===== config.mk =====
export PLATFORM = sky130hd
export DESIGN_NAME = remote_drive_command_controller_unit
export DESIGN_NICKNAME = d
export VERILOG_FILES = /design/src/rtl/core/rdcc_pkg.sv /design/src/rtl/core/remote_drive_command_controller_unit.sv /design/src/rtl/core/rdcc_front.sv /design/src/rtl/core/rdcc_queue.sv /design/src/rtl/core/rdcc_back.sv
export SDC_FILE = /design/constraint.sdc
export NUM_CORES = 1
export LEC_CHECK = 0
export BUFFER_PORTS_ARGS = -buffer_cell sky130_fd_sc_hd__buf_4
export CAP_MARGIN = 5
export CORE_UTILIZATION = 45
export CTS_BUF_LIST = sky130_fd_sc_hd__clkbuf_4 sky130_fd_sc_hd__clkbuf_8 sky130_fd_sc_hd__clkbuf_16
export DETAILED_ROUTE_END_ITERATION = 7
export GPL_TIMING_DRIVEN = 0
export SYNTH_ARGS = -nofsm -noshare
export SYNTH_HDL_FRONTEND = slang
export SYNTH_SLANG_ARGS = --single-unit

===== constraint.sdc =====
create_clock -name i_clk -period 15.8 [get_ports i_clk]
set_clock_uncertainty 0.2 [all_clocks]
set_input_delay 1.58 -clock i_clk [delete_from_list [all_inputs] [get_ports i_clk]]
set_output_delay 1.58 -clock i_clk [all_outputs]
set_load 0.005 [all_outputs]

===== src/rtl/core/rdcc_pkg.sv =====
// Package for the remote drive command controller.
// Holds the transaction structs, code constants and lookup tables.
// No dependencies.
`timescale 1ns / 1ps

package rdcc_pkg;

    localparam int RAMP_LENGTH = 20;
    localparam int RAMP_STEP   = 12;

    localparam int POS_W       = $clog2(RAMP_LENGTH + 1);
    localparam int STEPS_W     = 5;
    localparam int STEPS_MAX   = 31;

    localparam int RECIP_SHIFT = 18;
    localparam int RECIP       = (2 ** RECIP_SHIFT + RAMP_STEP - 1) / RAMP_STEP;
    localparam int RECIP_W     = RECIP_SHIFT + 1;

    localparam int QUEUE_DEPTH = 2;
    localparam int QPTR_W      = (QUEUE_DEPTH > 1) ? $clog2(QUEUE_DEPTH) : 1;
    localparam int QCNT_W      = $clog2(QUEUE_DEPTH + 1);

    localparam int CFG_IDX_W   = 1;
    localparam int CFG_DATA_W  = 16;
    localparam logic [CFG_IDX_W-1:0] CFG_LINK_TIMEOUT = 1'd0;
    localparam logic [CFG_IDX_W-1:0] CFG_SERVO_HOLD   = 1'd1;

    localparam logic [15:0] LINK_TIMEOUT_RESET = 16'd255;
    localparam logic [15:0] SERVO_HOLD_RESET   = 16'd80;
    localparam logic [15:0] WATCHDOG_RESET     = 16'd255;
    localparam logic [11:0] SERVO_PULSE_RESET  = 12'd1000;

    localparam logic ACT_TICK = 1'b0;
    localparam logic ACT_CMD  = 1'b1;

    localparam logic [1:0] DIR_OFF = 2'd0;
    localparam logic [1:0] DIR_FWD = 2'd1;
    localparam logic [1:0] DIR_REV = 2'd2;

    localparam logic [7:0]  SPEED_MAG [4] = '{8'd0, 8'd50, 8'd70, 8'd127};
    localparam logic [11:0] SERVO_PULSE [4] = '{12'd1000, 12'd1500, 12'd2000, 12'd2500};

    typedef struct packed {
        logic       action;
        logic [7:0] command_byte;
    } t_in_item;

    typedef struct packed {
        logic        left_reverse;
        logic [7:0]  left_duty;
        logic [1:0]  right_direction;
        logic [7:0]  right_duty;
        logic [11:0] servo_pulse;
        logic        servo_power;
    } t_out_item;

    typedef struct packed {
        logic        is_cmd;
        logic [7:0]  left_target;
        logic [7:0]  right_target;
        logic [11:0] pulse;
    } t_op_item;

    typedef struct packed {
        logic [7:0]         speed;
        logic [7:0]         start;
        logic [7:0]         target;
        logic               up;
        logic [STEPS_W-1:0] steps;
        logic [POS_W-1:0]   position;
    } t_ramp;

endpackage


===== src/rtl/core/remote_drive_command_controller_unit.sv =====
// Top level of the remote drive command controller.
// Result path: an accepted transaction is written into the queue, then the back end pops
// it and registers the result; output back-pressure can hold it in the queue.
// Throughput: one transaction per cycle while i_out_ready does not stall the back end.
// Reset: synchronous active-low reset restores control state and configuration to defaults.
// Depends on rdcc_pkg, rdcc_front, rdcc_queue and rdcc_back.
`timescale 1ns / 1ps

module remote_drive_command_controller_unit (
    input  logic                            i_clk,
    input  logic                            i_rst_n,
    input  logic                            i_in_valid,
    output logic                            o_in_ready,
    input  rdcc_pkg::t_in_item              i_in_item,
    output logic                            o_out_valid,
    input  logic                            i_out_ready,
    output rdcc_pkg::t_out_item             o_out_item,
    input  logic                            i_cfg_wr_en,
    input  logic [rdcc_pkg::CFG_IDX_W-1:0]  i_cfg_index,
    input  logic [rdcc_pkg::CFG_DATA_W-1:0] i_cfg_wdata
);

    logic               w_q_full;
    logic               w_q_push;
    logic               w_q_pop;
    logic               w_q_valid;
    rdcc_pkg::t_op_item w_q_wr_item;
    rdcc_pkg::t_op_item w_q_rd_item;

    rdcc_front u_front (
        .i_in_valid (i_in_valid),
        .o_in_ready (o_in_ready),
        .i_in_item  (i_in_item),
        .i_q_full   (w_q_full),
        .o_q_push   (w_q_push),
        .o_q_item   (w_q_wr_item)
    );

    rdcc_queue u_queue (
        .i_clk   (i_clk),
        .i_rst_n (i_rst_n),
        .i_push  (w_q_push),
        .i_item  (w_q_wr_item),
        .o_full  (w_q_full),
        .i_pop   (w_q_pop),
        .o_valid (w_q_valid),
        .o_item  (w_q_rd_item)
    );

    rdcc_back u_back (
        .i_clk       (i_clk),
        .i_rst_n     (i_rst_n),
        .i_cfg_wr_en (i_cfg_wr_en),
        .i_cfg_index (i_cfg_index),
        .i_cfg_wdata (i_cfg_wdata),
        .i_q_valid   (w_q_valid),
        .i_q_item    (w_q_rd_item),
        .o_q_pop     (w_q_pop),
        .o_out_valid (o_out_valid),
        .i_out_ready (i_out_ready),
        .o_out_item  (o_out_item)
    );

endmodule


===== src/rtl/core/rdcc_front.sv =====
// Front end of the remote drive command controller.
// Classifies each input transaction and decodes command bytes into targets and a servo pulse.
// Depends on rdcc_pkg.
`timescale 1ns / 1ps

module rdcc_front (
    input  logic              i_in_valid,
    output logic              o_in_ready,
    input  rdcc_pkg::t_in_item i_in_item,
    input  logic              i_q_full,
    output logic              o_q_push,
    output rdcc_pkg::t_op_item o_q_item
);

    logic [7:0] w_left_mag;
    logic [7:0] w_right_mag;
    logic [7:0] w_cmd;

    assign w_cmd       = i_in_item.command_byte;
    assign w_left_mag  = rdcc_pkg::SPEED_MAG[w_cmd[1:0]];
    assign w_right_mag = rdcc_pkg::SPEED_MAG[w_cmd[4:3]];

    assign o_in_ready = !i_q_full;
    assign o_q_push   = i_in_valid && !i_q_full;

    always_comb begin
        o_q_item.is_cmd       = (i_in_item.action == rdcc_pkg::ACT_CMD);
        o_q_item.left_target  = w_cmd[2] ? 8'(8'd0 - w_left_mag) : w_left_mag;
        o_q_item.right_target = w_cmd[5] ? 8'(8'd0 - w_right_mag) : w_right_mag;
        o_q_item.pulse        = rdcc_pkg::SERVO_PULSE[w_cmd[7:6]];
    end

endmodule


===== src/rtl/core/rdcc_queue.sv =====
// Short queue between the front end and the back end.
// Register-based FIFO of decoded operations.
// Depends on rdcc_pkg.
`timescale 1ns / 1ps

module rdcc_queue (
    input  logic               i_clk,
    input  logic               i_rst_n,
    input  logic               i_push,
    input  rdcc_pkg::t_op_item i_item,
    output logic               o_full,
    input  logic               i_pop,
    output logic               o_valid,
    output rdcc_pkg::t_op_item o_item
);

    rdcc_pkg::t_op_item r_mem [rdcc_pkg::QUEUE_DEPTH];
    logic [rdcc_pkg::QPTR_W-1:0] r_wr_ptr;
    logic [rdcc_pkg::QPTR_W-1:0] r_rd_ptr;
    logic [rdcc_pkg::QCNT_W-1:0] r_count;
    logic [rdcc_pkg::QPTR_W-1:0] n_wr_ptr;
    logic [rdcc_pkg::QPTR_W-1:0] n_rd_ptr;
    logic [rdcc_pkg::QCNT_W-1:0] n_count;

    localparam logic [rdcc_pkg::QPTR_W-1:0] PTR_LAST = rdcc_pkg::QPTR_W'(rdcc_pkg::QUEUE_DEPTH - 1);
    localparam logic [rdcc_pkg::QCNT_W-1:0] CNT_FULL = rdcc_pkg::QCNT_W'(rdcc_pkg::QUEUE_DEPTH);

    assign o_full  = (r_count == CNT_FULL);
    assign o_valid = (r_count != '0);
    assign o_item  = r_mem[r_rd_ptr];

    always_comb begin
        n_wr_ptr = r_wr_ptr;
        n_rd_ptr = r_rd_ptr;
        n_count  = r_count;
        if (i_push) begin
            n_wr_ptr = (r_wr_ptr == PTR_LAST) ? '0 : r_wr_ptr + 1'b1;
        end
        if (i_pop) begin
            n_rd_ptr = (r_rd_ptr == PTR_LAST) ? '0 : r_rd_ptr + 1'b1;
        end
        if (i_push && !i_pop) begin
            n_count = r_count + 1'b1;
        end else if (!i_push && i_pop) begin
            n_count = r_count - 1'b1;
        end
    end

    always_ff @(posedge i_clk) begin
        if (!i_rst_n) begin
            r_wr_ptr <= '0;
            r_rd_ptr <= '0;
            r_count  <= '0;
        end else begin
            r_wr_ptr <= n_wr_ptr;
            r_rd_ptr <= n_rd_ptr;
            r_count  <= n_count;
        end
    end

    always_ff @(posedge i_clk) begin
        if (i_push) begin
            r_mem[r_wr_ptr] <= i_item;
        end
    end

endmodule


===== src/rtl/core/rdcc_back.sv =====
// Back end of the remote drive command controller.
// Holds ramps, timers, servo state and configuration, and registers each result.
// Depends on rdcc_pkg.
`timescale 1ns / 1ps

module rdcc_back (
    input  logic                                i_clk,
    input  logic                                i_rst_n,
    input  logic                                i_cfg_wr_en,
    input  logic [rdcc_pkg::CFG_IDX_W-1:0]      i_cfg_index,
    input  logic [rdcc_pkg::CFG_DATA_W-1:0]     i_cfg_wdata,
    input  logic                                i_q_valid,
    input  rdcc_pkg::t_op_item                  i_q_item,
    output logic                                o_q_pop,
    output logic                                o_out_valid,
    input  logic                                i_out_ready,
    output rdcc_pkg::t_out_item                 o_out_item
);

    localparam logic [rdcc_pkg::POS_W-1:0] RAMP_END  = rdcc_pkg::POS_W'(rdcc_pkg::RAMP_LENGTH);
    localparam logic [rdcc_pkg::POS_W-1:0] RAMP_LAST = rdcc_pkg::POS_W'(rdcc_pkg::RAMP_LENGTH - 1);

    function automatic rdcc_pkg::t_ramp ramp_advance(input rdcc_pkg::t_ramp m);
        rdcc_pkg::t_ramp r;
        logic [11:0] ofs;
        logic [12:0] base;
        logic [12:0] v;
        r    = m;
        ofs  = 12'(m.position * rdcc_pkg::RAMP_STEP);
        base = {{5{m.start[7]}}, m.start};
        v    = m.up ? base + 13'(ofs) : base - 13'(ofs);
        if (m.position < RAMP_END) begin
            if (m.position == RAMP_LAST) begin
                r.speed = m.target;
            end else if (m.position == '0) begin
                r.speed = m.start;
            end else if (6'(m.position) <= 6'(m.steps)) begin
                r.speed = v[7:0];
            end else begin
                r.speed = m.target;
            end
            r.position = m.position + 1'b1;
        end
        return r;
    endfunction

    function automatic rdcc_pkg::t_ramp ramp_arm(input rdcc_pkg::t_ramp m,
                                                  input logic [7:0] tgt);
        rdcc_pkg::t_ramp r;
        logic signed [8:0] cur;
        logic signed [8:0] tgt9;
        logic [8:0] diff;
        logic [27:0] prod;
        logic [8:0] q;
        logic up;
        cur  = $signed({m.speed[7], m.speed});
        tgt9 = $signed({tgt[7], tgt});
        up   = (tgt9 > cur);
        diff = up ? 9'(tgt9 - cur) : 9'(cur - tgt9);
        prod = 28'(diff) * 28'(rdcc_pkg::RECIP_W'(rdcc_pkg::RECIP));
        q    = 9'(prod >> rdcc_pkg::RECIP_SHIFT);
        r.speed    = m.speed;
        r.start    = m.speed;
        r.target   = tgt;
        r.up       = up;
        r.steps    = (q > 9'(rdcc_pkg::STEPS_MAX)) ? rdcc_pkg::STEPS_W'(rdcc_pkg::STEPS_MAX)
                                                  : q[rdcc_pkg::STEPS_W-1:0];
        r.position = '0;
        return r;
    endfunction

    rdcc_pkg::t_ramp     r_left, n_left;
    rdcc_pkg::t_ramp     r_right, n_right;
    logic [15:0]         r_watchdog, n_watchdog;
    logic [15:0]         r_hold, n_hold;
    logic [11:0]         r_servo_last, n_servo_last;
    logic                r_servo_en, n_servo_en;
    logic [15:0]         r_link_timeout;
    logic [15:0]         r_servo_hold_ticks;
    logic                r_out_valid;
    rdcc_pkg::t_out_item r_out, n_out;
    rdcc_pkg::t_ramp     w_left_adv, w_right_adv;
    logic [15:0]         w_wd_dec, w_hold_dec;
    logic [8:0]          w_left_abs, w_right_abs;
    logic                w_pop;

    assign w_pop       = i_q_valid && (!r_out_valid || i_out_ready);
    assign o_q_pop     = w_pop;
    assign o_out_valid = r_out_valid;
    assign o_out_item  = r_out;

    assign w_left_adv  = ramp_advance(r_left);
    assign w_right_adv = ramp_advance(r_right);
    assign w_wd_dec    = (r_watchdog != '0) ? r_watchdog - 1'b1 : r_watchdog;
    assign w_hold_dec  = (r_hold != '0) ? r_hold - 1'b1 : r_hold;

    always_comb begin
        n_left       = r_left;
        n_right      = r_right;
        n_watchdog   = r_watchdog;
        n_hold       = r_hold;
        n_servo_last = r_servo_last;
        n_servo_en   = r_servo_en;
        if (i_q_item.is_cmd) begin
            n_watchdog = r_link_timeout;
            n_left     = ramp_arm(r_left, i_q_item.left_target);
            n_right    = ramp_arm(r_right, i_q_item.right_target);
            if (i_q_item.pulse != r_servo_last) begin
                n_servo_en   = 1'b1;
                n_hold       = r_servo_hold_ticks;
                n_servo_last = i_q_item.pulse;
            end
        end else begin
            n_hold = w_hold_dec;
            if (w_wd_dec == '0) begin
                n_watchdog = r_link_timeout;
                n_left     = ramp_arm(w_left_adv, 8'd0);
                n_right    = ramp_arm(w_right_adv, 8'd0);
                n_servo_en = 1'b0;
            end else begin
                n_watchdog = w_wd_dec;
                n_left     = w_left_adv;
                n_right    = w_right_adv;
            end
            if (w_hold_dec == '0) begin
                n_servo_en = 1'b0;
            end
        end
    end

    always_comb begin
        w_left_abs  = n_left.speed[7] ? 9'(9'd0 - {1'b1, n_left.speed})
                                      : {1'b0, n_left.speed};
        w_right_abs = n_right.speed[7] ? 9'(9'd0 - {1'b1, n_right.speed})
                                       : {1'b0, n_right.speed};
        n_out.left_reverse = n_left.speed[7];
        n_out.left_duty    = {w_left_abs[6:0], 1'b0};
        if (n_right.speed == '0) begin
            n_out.right_direction = rdcc_pkg::DIR_OFF;
        end else if (n_right.speed[7]) begin
            n_out.right_direction = rdcc_pkg::DIR_REV;
        end else begin
            n_out.right_direction = rdcc_pkg::DIR_FWD;
        end
        n_out.right_duty  = {w_right_abs[6:0], 1'b0};
        n_out.servo_pulse = n_servo_last;
        n_out.servo_power = n_servo_en;
    end

    always_ff @(posedge i_clk) begin
        if (!i_rst_n) begin
            r_left             <= '{speed: '0, start: '0, target: '0, up: 1'b0,
                                    steps: '0, position: RAMP_END};
            r_right            <= '{speed: '0, start: '0, target: '0, up: 1'b0,
                                    steps: '0, position: RAMP_END};
            r_watchdog         <= rdcc_pkg::WATCHDOG_RESET;
            r_hold             <= '0;
            r_servo_last       <= rdcc_pkg::SERVO_PULSE_RESET;
            r_servo_en         <= 1'b0;
            r_link_timeout     <= rdcc_pkg::LINK_TIMEOUT_RESET;
            r_servo_hold_ticks <= rdcc_pkg::SERVO_HOLD_RESET;
            r_out_valid        <= 1'b0;
        end else begin
            if (w_pop) begin
                r_left       <= n_left;
                r_right      <= n_right;
                r_watchdog   <= n_watchdog;
                r_hold       <= n_hold;
                r_servo_last <= n_servo_last;
                r_servo_en   <= n_servo_en;
                r_out_valid  <= 1'b1;
            end else if (i_out_ready) begin
                r_out_valid  <= 1'b0;
            end
            if (i_cfg_wr_en) begin
                unique case (i_cfg_index)
                    rdcc_pkg::CFG_LINK_TIMEOUT: r_link_timeout     <= i_cfg_wdata;
                    rdcc_pkg::CFG_SERVO_HOLD:   r_servo_hold_ticks <= i_cfg_wdata;
                    default: ;
                endcase
            end
        end
    end

    always_ff @(posedge i_clk) begin
        if (w_pop) begin
            r_out <= n_out;
        end
    end

endmodule

==> flow_summary_export.csv <==
group,metric,value,unit
status,outcome,"finished clean",
worst_setup_path,worstPathMaxFanout,10,
drt,dr_wl_met3,3110,um
drt,dr.pass1.iters,5,
cts,clock_path_buffers,3,
global_route,grt_max_degree,26,
hold_path,holdPathStages,2,
drt,via_per_inst,5.61,
worst_setup_path,crit_family,"compound AO/OA/AOI/OAI gates",
drt,wl_per_cell,18.2,um
logic_synthesis,synthFlopType,"dfxtp_1",
sta,whs,0.258,ns
logic_synthesis,ys_seq_area_share,25.0,%
finish,fillers,4263,
logic_synthesis,yosys.area.top_type_share,16.9,%
logic_synthesis,synthesis.area,20100,um2
sta,fin_setup_tns,0,ns
cts,cts_buffers,26,
floorplan,die-height,214,um
finish,drive_gt1_share,8.47,%
cts,cts_tree,"built",
drt,vias,17029,
global_route,overflow,0,
finish,layout.nets,2836,
worst_setup_path,cp-end-kind,"register",
cts,clk-insertion-delay-late,0.56,ns
floorplan,start_util,45.6,%
global_route,grt_pass1_vias,16632,
logic_synthesis,avgSynthCellArea,8.63,um2
placement,pre_cts_ws,5.76,ns
global_route,antenna_found_initial,2,
worst_setup_path,r2r_cells,35,
cts,clkTransAtPathRegs,0.06,ns
finish,final_util,50.5,%
worst_setup_path,critPathLaunchType,"register",
worst_setup_path,cpMostUsedCell,"a21o_1",
hold_path,hold_path_startpoint,"u_back.r_servo_hold_ticks[1]",
logic_synthesis,ys_ff_latch,217,
drt,wl_met1,25600,um
floorplan,die_w,214,um
sta,final_max_slew_viol_count,0,
placement,dp_hpwl,44300,um
worst_setup_path,required,16.02,ns
cts,ctsResizeCount,0,
floorplan,ioPinCount,65,
cts,postCtsSetupBuffers,0,
job,drv_cap,0,
sta,rsz0062_at_grt,"false",
logic_synthesis,synthTopCellsByArea,"ha_1 17%, dfxtp_1 15%, fa_1 11%",
finish,multi_input_area,13600,um2
logic_synthesis,synth_edf_count,68,
worst_setup_path,path_depth,35,
drt,drt_iter0_drc,1278,
worst_setup_path,slowest_stage,"nor4_1",
cts,ctsRootBufferMaster,"clkbuf_16",
sta,hold_violations,0,
worst_setup_path,criticalPathCategory,"register to register",
worst_setup_path,arrival,10.31,ns
floorplan,coreArea,44100,um2
worst_setup_path,crit_path_max_incr_delay,0.61,ns
floorplan,rows,77,
logic_synthesis,yosysWarningCount,0,
drt,route.met2.wl,25600,um
finish,area_growth,10.6,%
placement,gp_congestion,0.936,
global_route,track_usage,24.6,%
finish,seqCellArea,5020,um2
sta,setup_violations,0,
global_route,grt_pass1_wl,88500,um
logic_synthesis,async_reset_ff_share,0,%
placement,port_buffers,61,
drt,wirelength,55400,um
logic_synthesis,synth_top_area_cell,"ha_1",
drt,drc_errors,0,
hold_path,hp-class,"register to register",
logic_synthesis,synth.distinct_cells,103,
logic_synthesis,postSynthCellCount,2333,
worst_setup_path,crit_buf_inv,5,
sta,finalWorstSetupSlack,5.72,ns
floorplan,dieArea,45600,um2
drt,ant_nets,0,
sta,maxSlewHeadroom,18.4,%
drt,dr.max_layer_used,"met4",
cts,cts_max_level,1,
sta,finalCriticalPeriod,10.08,ns
sta,worst_slew_pin_slew,1.22,ns
sta,clock.fmax,99.2,MHz
cts,cts_hold_buf,0,
cts,clock_sinks,217,
sta,fin_crit_sh,63.8,%
==> cells in the final DEF (no fill, tap or decap), drive strengths merged, types with 53 or more instances in the layout <==
cell type	synthesis	final
nand2	192	192
a21oi	174	174
dfxtp	149	149
fa	108	108
nand3	53	53
o21ai	96	96
edfxtp	68	68
inv	328	329
nor2	204	204
ha	272	272
buf	34	97
clkbuf	43	77
==> state kept, by name (all words and copies together), names as in the netlist, named ones only <==
signal / count
u_back.r_hold: 16
u_back.r_servo_en: 1
u_back.o_out_item: 30
u_queue.r_count: 2
u_back.r_servo_last: 12
u_back.r_servo_hold_ticks: 16
u_queue.r_rd_ptr: 1
u_queue.r_mem: 38
u_queue.r_wr_ptr: 1
u_back.r_right: 33
u_back.o_out_valid: 1
u_back.r_left: 33
u_back.r_watchdog: 16
u_back.r_link_timeout: 16
==> synthesized netlist by cell type, types with 37 or more instances <==
master    number
inv_1        327
ha_1         272
clkbuf_1      43
nand3_1       53
xnor2_1       50
edfxtp_1      68
a21o_1        49
a21oi_1      171
nor2_1       200
dfxtp_1      149
o21ai_0       91
a211oi_1      37
nor3_1        40
fa_1         108
nand2_1      190
==> metrics by stage <==
stage               cells  instance area (um2)
floorplan            2334                20100
global placement     2987                21300
detailed placement   2989                21400
CTS                  3037                22300
global route         3038                22300
finish               3038                22300
==> layout make-up <==
type                    count  area share, %
diodes                      1         0.0112
plain buffers              77           1.46
clock buffers              34           3.27
clock inverters            14          0.753
inverters                 328           5.53
multi-input cells        1712           60.9
flip-flops and latches    217           22.6
well taps                 592           3.33
repair buffers             63           2.21
==> path summary, 6_finish.rpt <==
kind | end | slack (ns)
hold / removal | u_back.r_servo_hold_ticks[1] | 0.26
hold reg to reg | u_back.r_servo_hold_ticks[1] | 0.26
setup reg to reg | u_back.r_right[6] | 5.72
setup / recovery | u_back.r_right[6] | 5.72
==> per-layer routing <==
metal / vias up / global-route usage, %
met2: 466 / 40.7
met4: 0 / 6.01
met3: 84 / 2.83
met5: - / 0
li1: 8298 / -
met1: 8181 / 34.1
==> tightest hold or removal path: cells and delay by family, from the launching register on <==
family	cells	cell delay (ns)
AO/OA/AOI/OAI	1	0.05
AND/OR/NAND/NOR	1	0.05
flip-flops	1	0.31
==> kinds of logic (layout without fill, tap and decap cells) <==
group / Yosys count / count (layout) / share of synthesized area [%]
and+or+nand+nor: 652 / 652 / 15.6
other: 1 / 3 / 0.0186
adders and majority gates: 381 / 381 / 27.7
buffers and inverters: 405 / 516 / 7.73
AOI/OAI and AO/OA: 553 / 553 / 18.1
xor gates and xnor gates: 84 / 84 / 3.72
muxes: 40 / 40 / 2.11
DFF: 217 / 217 / 25.0
Power is not shown: default switching activity piles up to over one toggle a cycle in this logic, so the estimate is an artifact.
